<file path="config.mk">
export PLATFORM = sky130hd
export DESIGN_NAME = interval_gated_pitch_quantizer_core
export DESIGN_NICKNAME = d
export VERILOG_FILES = /design/src/hw/rtl/igpq_pkg.sv /design/src/hw/rtl/igpq_quant.sv /design/src/hw/rtl/igpq_step.sv /design/src/hw/rtl/interval_gated_pitch_quantizer_core.sv
export VERILOG_INCLUDE_DIRS = /design/src /design/src/hw/rtl
export SDC_FILE = /design/constraint.sdc
export NUM_CORES = 1
export LEC_CHECK = 0
export BUFFER_PORTS_ARGS = -buffer_cell sky130_fd_sc_hd__buf_2
export CAP_MARGIN = 20
export CORE_UTILIZATION = 65
export CTS_CLUSTER_DIAMETER = 60
export DETAILED_ROUTE_END_ITERATION = 16
export PLACE_DENSITY = 0.83
export SETUP_SLACK_MARGIN = 0.5
export SLEW_MARGIN = 0
export SYNTH_ARGS = -nofsm -noshare
export SYNTH_HDL_FRONTEND = slang
export SYNTH_SLANG_ARGS = --single-unit
</file>
<file path="constraint.sdc">
create_clock -name clk_i -period 22.3 [get_ports clk_i]
set_clock_uncertainty 0.05 [all_clocks]
set_input_delay 1.115 -clock clk_i [delete_from_list [all_inputs] [get_ports clk_i]]
set_output_delay 1.115 -clock clk_i [all_outputs]
set_load 0.02 [all_outputs]
</file>
<file path="src/hw/rtl/interval_gated_pitch_quantizer_core_defines.svh">
// Assertion macros of the pitch quantizer RTL, used by igpq_step.
`ifndef INTERVAL_GATED_PITCH_QUANTIZER_CORE_DEFINES_SVH
`define INTERVAL_GATED_PITCH_QUANTIZER_CORE_DEFINES_SVH

`ifndef SYNTHESIS

// Property must hold at every clock edge out of reset.
`define IGPQ_ASSERT(name, clk, rstn, prop) \
  name: assert property (@(posedge clk) disable iff (!rstn) prop) \
    else $error("igpq: assertion failed");

// Expression must never be true out of reset.
`define IGPQ_ASSERT_NEVER(name, clk, rstn, expr) \
  name: assert property (@(posedge clk) disable iff (!rstn) !(expr)) \
    else $error("igpq: forbidden condition");

`else

`define IGPQ_ASSERT(name, clk, rstn, prop)
`define IGPQ_ASSERT_NEVER(name, clk, rstn, expr)

`endif

`endif

</file>
<file path="src/hw/rtl/igpq_pkg.sv">
// Shared types and constants of the interval-gated pitch quantizer.
package igpq_pkg;

  // Width of the internal held note registers
  localparam int unsigned PitchWidth = 16;
  // Largest note magnitude in cents that the 15-bit output can carry
  localparam int NoteLimit = 16300;
  // Largest interval in semitones; larger register values act as this
  localparam int unsigned IntervalMax = 11;
  // Reset value of the pulse length register
  localparam logic [15:0] PulseLenReset = 16'd48;

  // Configuration register indexes
  typedef enum logic [1:0] {
    CfgIntervalA = 2'd0,
    CfgIntervalB = 2'd1,
    CfgPulseLen  = 2'd2
  } cfg_idx_e;

  // Input request payload
  typedef struct packed {
    logic signed [14:0] pitch_in;
    logic               patched;
  } in_req_t;

  // Result payload
  typedef struct packed {
    logic signed [14:0] pitch_out;
    logic               trigger;
  } out_rsp_t;

  // Request after the input register, with its rounded note
  typedef struct packed {
    logic signed [PitchWidth-1:0] note;
    logic signed [14:0]           pitch;
    logic                         patched;
  } staged_t;

  // Configuration register contents
  typedef struct packed {
    logic [3:0]  interval_a;
    logic [3:0]  interval_b;
    logic [15:0] pulse_len;
  } cfg_t;

endpackage

</file>
<file path="src/hw/rtl/igpq_quant.sv">
// Input register stage: captures a request and its nearest-semitone note.
module igpq_quant (
  input  logic               clk_i,
  input  logic               rst_ni,
  input  logic               in_valid_i,
  output logic               in_stall_o,
  input  igpq_pkg::in_req_t  in_req_i,
  output logic               stg_valid_o,
  output igpq_pkg::staged_t  stg_o,
  input  logic               stg_ready_i
);
  import igpq_pkg::*;

  logic              vld_q, vld_d;
  staged_t           stg_q;
  logic              load;
  logic [16:0]       shifted;
  logic [28:0]       prod;
  logic [8:0]        quot;
  logic signed [9:0] semis;
  logic signed [16:0] semis_x, cents;
  logic signed [PitchWidth-1:0] note;

  // Round to the nearest 100 cents, ties down: floor((p + 49 + 20000) / 100) - 200.
  // The divide by 100 is a multiply by 5243 / 2^19, exact over 0..36432.
  always_comb begin
    shifted = 17'($signed({{2{in_req_i.pitch_in[14]}}, in_req_i.pitch_in}) + 17'sd20049);
    prod    = 29'(shifted[15:0]) * 29'd5243;
    quot    = prod[27:19];
    semis   = $signed({1'b0, quot}) - 10'sd200;
    semis_x = 17'(semis);
    cents   = (semis_x <<< 6) + (semis_x <<< 5) + (semis_x <<< 2);
    if (cents > 17'(NoteLimit)) begin
      note = PitchWidth'(NoteLimit);
    end else if (cents < -17'(NoteLimit)) begin
      note = -PitchWidth'(NoteLimit);
    end else begin
      note = PitchWidth'(cents);
    end
  end

  // Accept when the stage is empty or drains this cycle
  assign in_stall_o = vld_q && !stg_ready_i;
  assign load       = in_valid_i && !in_stall_o;

  always_comb begin
    vld_d = vld_q;
    if (load) begin
      vld_d = 1'b1;
    end else if (stg_ready_i) begin
      vld_d = 1'b0;
    end
  end

  always_ff @(posedge clk_i or negedge rst_ni) begin
    if (!rst_ni) begin
      vld_q <= 1'b0;
    end else begin
      vld_q <= vld_d;
    end
  end

  // Hold the request payload
  always_ff @(posedge clk_i) begin
    if (load) begin
      stg_q.note    <= note;
      stg_q.pitch   <= in_req_i.pitch_in;
      stg_q.patched <= in_req_i.patched;
    end
  end

  assign stg_valid_o = vld_q;
  assign stg_o       = stg_q;

endmodule

</file>
<file path="src/hw/rtl/igpq_step.sv">
// Note-change decision, held-note state, trigger pulse and result register.
`include "interval_gated_pitch_quantizer_core_defines.svh"

module igpq_step (
  input  logic               clk_i,
  input  logic               rst_ni,
  input  igpq_pkg::cfg_t     cfg_i,
  input  logic               stg_valid_i,
  input  igpq_pkg::staged_t  stg_i,
  output logic               stg_ready_o,
  output logic               out_valid_o,
  input  logic               out_stall_i,
  output igpq_pkg::out_rsp_t out_rsp_o
);
  import igpq_pkg::*;

  logic signed [PitchWidth-1:0] last_note_q, last_note_d;
  logic signed [PitchWidth-1:0] held_q, held_d;
  logic                         sel_q, sel_d;
  logic [15:0]                  rem_q, rem_d;
  logic                         trig_lvl_q, trig_lvl_d;
  logic                         out_vld_q, out_vld_d;
  out_rsp_t                     out_q, out_d;

  logic              step_en;
  logic [3:0]        iv_raw;
  logic [3:0]        iv;
  logic [10:0]       thr;
  logic signed [16:0] diff;
  logic [16:0]       gap;
  logic              hit;
  logic [15:0]       rem_base;

  // Interval in semitones to cents
  function automatic logic [10:0] semis_to_cents(input logic [3:0] s);
    logic [10:0] c;
    c = (11'(s) << 6) + (11'(s) << 5) + (11'(s) << 2);
    return c;
  endfunction

  // Result register frees up when empty or taken this cycle
  assign stg_ready_o = !out_vld_q || !out_stall_i;
  assign step_en     = stg_valid_i && stg_ready_o;

  // Distance to the last note against the active interval
  always_comb begin
    iv_raw = sel_q ? cfg_i.interval_b : cfg_i.interval_a;
    iv     = (iv_raw > 4'(IntervalMax)) ? 4'(IntervalMax) : iv_raw;
    thr    = semis_to_cents(iv);
    diff   = 17'(stg_i.pitch) - 17'(last_note_q);
    gap    = diff[16] ? 17'(-diff) : 17'(diff);
    hit    = stg_i.patched && (gap >= 17'(thr));
  end

  // Update held note, interval select and pulse counter
  always_comb begin
    last_note_d = last_note_q;
    held_d      = held_q;
    sel_d       = sel_q;
    rem_d       = rem_q;
    trig_lvl_d  = trig_lvl_q;
    rem_base    = rem_q;
    out_d       = out_q;
    if (hit && (cfg_i.pulse_len > rem_q)) begin
      rem_base = cfg_i.pulse_len;
    end
    if (stg_i.patched) begin
      if (hit) begin
        last_note_d = stg_i.note;
        held_d      = stg_i.note;
        sel_d       = ~sel_q;
      end
      if (rem_base != 16'd0) begin
        rem_d      = rem_base - 16'd1;
        trig_lvl_d = 1'b1;
      end else begin
        trig_lvl_d = 1'b0;
      end
    end else begin
      held_d = '0;
    end
    out_d.pitch_out = held_d[14:0];
    out_d.trigger   = trig_lvl_d;
  end

  always_comb begin
    out_vld_d = out_vld_q;
    if (stg_ready_o) begin
      out_vld_d = stg_valid_i;
    end
  end

  // Advance state on each consumed request
  always_ff @(posedge clk_i or negedge rst_ni) begin
    if (!rst_ni) begin
      last_note_q <= '0;
      held_q      <= '0;
      sel_q       <= 1'b0;
      rem_q       <= '0;
      trig_lvl_q  <= 1'b0;
      out_vld_q   <= 1'b0;
    end else begin
      out_vld_q <= out_vld_d;
      if (step_en) begin
        last_note_q <= last_note_d;
        held_q      <= held_d;
        sel_q       <= sel_d;
        rem_q       <= rem_d;
        trig_lvl_q  <= trig_lvl_d;
      end
    end
  end

  // Hold the result payload
  always_ff @(posedge clk_i) begin
    if (step_en) begin
      out_q <= out_d;
    end
  end

  assign out_valid_o = out_vld_q;
  assign out_rsp_o   = out_q;

  `IGPQ_ASSERT(a_note_in_range, clk_i, rst_ni, (last_note_q <= PitchWidth'(NoteLimit)) && (last_note_q >= -PitchWidth'(NoteLimit)))
  `IGPQ_ASSERT(a_unpatched_zero, clk_i, rst_ni, step_en && !stg_i.patched |=> out_q.pitch_out == '0)
  `IGPQ_ASSERT(a_sel_toggles_on_hit, clk_i, rst_ni, step_en |=> sel_q == ($past(sel_q) ^ $past(hit)))
  `IGPQ_ASSERT(a_hit_triggers, clk_i, rst_ni, step_en && hit && (cfg_i.pulse_len != 16'd0) |=> trig_lvl_q && out_q.trigger)
  `IGPQ_ASSERT_NEVER(a_idle_moves_state, clk_i, rst_ni, !$past(step_en) && !$stable(sel_q))

endmodule

</file>
<file path="src/hw/rtl/interval_gated_pitch_quantizer_core.sv">
// Top level of the interval-gated semitone pitch quantizer.
// Each accepted request (pitch in cents, 1200 per volt, and a patched flag)
// yields one result: the held pitch rounded to the nearest semitone (ties
// down, saturated to +-16300 cents, 0 while unpatched) and the trigger level.
// A new request is accepted every cycle while the result side does not
// stall; it is held first in the input register (which also does the
// rounding) and then passes the decision stage that updates the held
// note, the alternating interval select and the pulse counter before
// loading the result register.
// Registers: index 0 first interval, 1 second interval (both in semitones,
// 12..15 act as 11), 2 trigger pulse length in ticks; write them while idle.
module interval_gated_pitch_quantizer_core (
  input  logic               clk_i,
  input  logic               rst_ni,
  input  logic               in_valid_i,
  output logic               in_stall_o,
  input  igpq_pkg::in_req_t  in_req_i,
  output logic               out_valid_o,
  input  logic               out_stall_i,
  output igpq_pkg::out_rsp_t out_rsp_o,
  input  logic               cfg_we_i,
  input  logic [1:0]         cfg_idx_i,
  input  logic [15:0]        cfg_wdata_i
);
  import igpq_pkg::*;

  cfg_t    cfg_q, cfg_d;
  logic    stg_valid;
  staged_t stg;
  logic    stg_ready;

  // Decode configuration writes
  always_comb begin
    cfg_d = cfg_q;
    if (cfg_we_i) begin
      unique case (cfg_idx_e'(cfg_idx_i))
        CfgIntervalA: cfg_d.interval_a = cfg_wdata_i[3:0];
        CfgIntervalB: cfg_d.interval_b = cfg_wdata_i[3:0];
        CfgPulseLen:  cfg_d.pulse_len  = cfg_wdata_i;
        default:      cfg_d            = cfg_q;
      endcase
    end
  end

  always_ff @(posedge clk_i or negedge rst_ni) begin
    if (!rst_ni) begin
      cfg_q.interval_a <= '0;
      cfg_q.interval_b <= '0;
      cfg_q.pulse_len  <= PulseLenReset;
    end else begin
      cfg_q <= cfg_d;
    end
  end

  igpq_quant u_quant (
    .clk_i       (clk_i),
    .rst_ni      (rst_ni),
    .in_valid_i  (in_valid_i),
    .in_stall_o  (in_stall_o),
    .in_req_i    (in_req_i),
    .stg_valid_o (stg_valid),
    .stg_o       (stg),
    .stg_ready_i (stg_ready)
  );

  igpq_step u_step (
    .clk_i       (clk_i),
    .rst_ni      (rst_ni),
    .cfg_i       (cfg_q),
    .stg_valid_i (stg_valid),
    .stg_i       (stg),
    .stg_ready_o (stg_ready),
    .out_valid_o (out_valid_o),
    .out_stall_i (out_stall_i),
    .out_rsp_o   (out_rsp_o)
  );

endmodule

</file>
==> results.py <==
metrics = {
    "layout": {
        "fillCellCount": 1277,
        "drive_above_1_share_pct": 12.28,
        "seqCellArea_sq_um": 3211,
        "syn_to_final_growth_pct": 8.539,
        "multi_input_area_sq_um": 8025,
        "fin_nets": 1602,
    },
    "routing": {
        "drt_iter0_drc": 545,
        "via_per_inst": 5.857,
        "routedWlPerCell_um": 16.39,
        "routed_wl_um": 25820,
        "drcViolationCount": 0,
        "dr.pass1.iters": 7,
        "num_vias": 9225,
        "ant_nets": 0,
    },
    "run_status": {
        "status": "finished clean",
    },
    "sta": {
        "rsz0062_at_grt": "false",
        "finalCritPeriodShare_pct": 50.30,
        "hold_violations": 0,
        "worstMarginPinSlew_ns": 1.076,
        "slew_violations": 0,
        "slew_headroom_pct": 28.28,
        "tns_ns": 0,
        "max_freq_ghz": 0.08916,
        "setup_viol": 0,
        "min_period_ns": 11.22,
    },
    "critical_path": {
        "slowest_stage": "o31ai_1",
        "critPathMaxFanout": 9,
        "required_ns": 22.38,
        "cp-start-kind": "input pin",
        "worst-endpoint-arrival_ns": 11.30,
        "cp_slowest_stage_delay_ns": 0.55,
        "crit_path_end_kind": "flip-flop",
        "path_class": "input pin to flip-flop",
    },
    "synthesis": {
        "ys_warn_count": 0,
        "syn-instance-count": 1281,
        "synth_cell_type_count": 84,
        "synth_area_sq_um": 12190,
        "synthFlopType": "dfrtp_1",
        "yosysSeqAreaShare_pct": 26.33,
        "synth_fp_nets": 1552,
        "async_flop_share_pct": 61.34,
        "synth.avg_cell_area_sq_um": 9.517,
        "synth-seq-cells": 119,
        "synth_edf_count": 46,
    },
    "die": {
        "placementRows": 49,
        "die_area_sq_um": 19310,
        "coreArea_sq_um": 18150,
        "start_util_pct": 67.18,
        "dieWidth_um": 139.0,
        "ioPinCount": 57,
        "die_y_um": 139.0,
    },
    "cts": {
        "cts_resized": 0,
        "cts.sinks": 119,
        "ctsRootBufferMaster": "clkbuf_16",
        "cts_tree": "done",
        "cts_buffer_depth": 2,
        "clkTransAtPathRegs_ns": 0.06,
        "numCtsBuffers": 17,
        "postCtsSetupRepairBufs": 0,
        "cts.htree.levels": 4,
        "clk_latency_ns": 0.42,
        "cts_hold_buf": 0,
    },
    "placement": {
        "place_congestion": 0.8899,
        "io_buffers": 56,
        "dp_hpwl_um": 20010,
    },
    "grt": {
        "grt_antenna_before_repair": 2,
        "track_usage_pct": 28.58,
        "grt_pass1_wl_um": 44710,
        "overflow": 0,
        "grt_start_max_net_pins": 74,
        "grt_pass1_vias": 9596,
    },
    "worst_hold_path": {
        "worstHoldPathType": "flip-flop to flip-flop",
    },
    "flow_run": {
        "drv_cap": 0,
    },
}
[cells in the mapped netlist (all sizes together), types with 10 or more instances]
| cell | instances | area, sq um |
|---|---|---|
| o22ai | 12 | 112.6 |
| buf | 15 | 97.58 |
| inv | 213 | 799.5 |
| nand2 | 78 | 295.3 |
| edfxtp | 46 | 1381 |
| mux2 | 32 | 360.4 |
| a21o | 28 | 210.2 |
| nor3 | 20 | 105.1 |
| nor2b | 20 | 125.1 |
| ha | 160 | 2002 |
| o211ai | 10 | 80.07 |
| mux2i | 20 | 200.2 |
| dfrtp | 71 | 1777 |
| nand4 | 11 | 68.82 |
| xnor2 | 52 | 455.4 |
| a211oi | 11 | 97.60 |
| fa | 72 | 1441 |
| o21ai | 52 | 260.3 |
| a21oi | 67 | 350.3 |
| a22o | 14 | 123.9 |
| nor2 | 77 | 289.0 |
| nand3 | 14 | 82.58 |
| xor2 | 28 | 252.8 |
| or3 | 20 | 130.1 |
| clkbuf | 14 | 53.80 |
[metrics by stage]
| stage | utilization, % | instances | cell area (sq um) | setup slack, ns | hold slack (ns) |
|---|---|---|---|---|---|
| finish | 72.92 | 1575 | 13230 | 11.08 | 0.4110 |
| floorplan | - | 1281 | 12190 | 11.97 | 0.3760 |
| detailed placement | 69.62 | 1540 | 12630 | 10.77 | 0.3934 |
| CTS | 72.83 | 1572 | 13220 | 11.19 | 0.4128 |
| global route | 72.92 | 1575 | 13230 | 10.22 | 0.4600 |
| global placement | 69.62 | 1540 | 12630 | 11.20 | 0.3926 |
[cell type report]
cell class,count,share of cell area [%]
timing repair buffer,60,2.392
clock inverter,15,1.182
tap,229,2.165
antenna,2,0.03782
clock buffer,17,3.215
inverter,215,6.099
sequential,119,24.26
multi-input combinational,918,60.65
[cell usage in the layout, fill, tap and decap left out, types with 11 or more instances in the layout]
| master | instances |
|---|---|
| nand3_1 | 13 |
| ha_1 | 160 |
| dfrtp_1 | 71 |
| mux2_2 | 32 |
| fa_1 | 72 |
| a22o_1 | 13 |
| nand4_1 | 11 |
| inv_1 | 213 |
| or3_1 | 19 |
| nor2_1 | 76 |
| o21ai_0 | 45 |
| nor2b_1 | 20 |
| xnor2_1 | 52 |
| mux2i_1 | 20 |
| a21oi_1 | 63 |
| clkbuf_16 | 17 |
| xor2_1 | 27 |
| nor3_1 | 19 |
| edfxtp_1 | 46 |
| nand2_1 | 77 |
| buf_2 | 55 |
| a21o_1 | 28 |
[worst max-delay path, delay by kind of cell]
kind | cells | cell delay [ns]
AOI/OAI and AO/OA | 14 | 3.20
xor gates and xnor gates | 4 | 0.98
buffers and inverters | 7 | 0.51
and+or+nand+nor | 7 | 1.86
adders and majority gates | 10 | 3.61
[registers in the layout, summed over array words and instances (netlist names)]
signal and flops:
u_quant.stg_o 30, u_step.trig_lvl_q 1, u_step.out_valid_o 1, u_step.last_note_q 14
u_step.sel_q 1, u_step.held_q 15, u_step.rem_q 16, u_step.out_rsp_o 16
u_quant.stg_valid_o 1, cfg_q 24
[kinds of logic (layout without fill, tap and decap cells)]
| family | Yosys count | count (layout) | share of synthesized area [%] |
|---|---|---|---|
| xor gates and xnor gates | 80 | 80 | 5.809 |
| muxes | 52 | 52 | 4.598 |
| and+or+nand+nor | 295 | 295 | 12.14 |
| adders and majority gates | 232 | 232 | 28.24 |
| other | 1 | 3 | 0.03076 |
| AOI/OAI and AO/OA | 258 | 258 | 14.98 |
| DFF | 119 | 119 | 26.33 |
| buffers and inverters | 244 | 307 | 7.861 |
[layer usage]
layer  share of wire [%]  global-route usage, %  vias to the layer above
met5                   0                      0                        -
met4                 2.9                  10.47                        0
met3                 2.9                  3.419                       54
met2                  51                  52.07                      196
met1                  43                  34.71                     4455
li1                    -                      -                     4520
[worst paths after layout]
path	startpoint	to	slack [ns]	cells past startpoint
worst min-delay path	u_quant.stg_o[31]	u_step.last_note_q[15]	0.41	2
min in group asynchronous	rst_ni	cfg_q[19]	0.79	1
worst max register to register	u_step.last_note_q[2]	u_step.rem_q[2]	13.97	33
worst max-delay path	in_req_i[1]	u_quant.stg_o[19]	11.08	42
max in group asynchronous	rst_ni	u_step.held_q[8]	20.82	1
worst min register to register	u_quant.stg_o[31]	u_step.last_note_q[15]	0.41	2
Power is not shown: default switching activity piles up to over one toggle a cycle in this logic, so the estimate is an artifact.
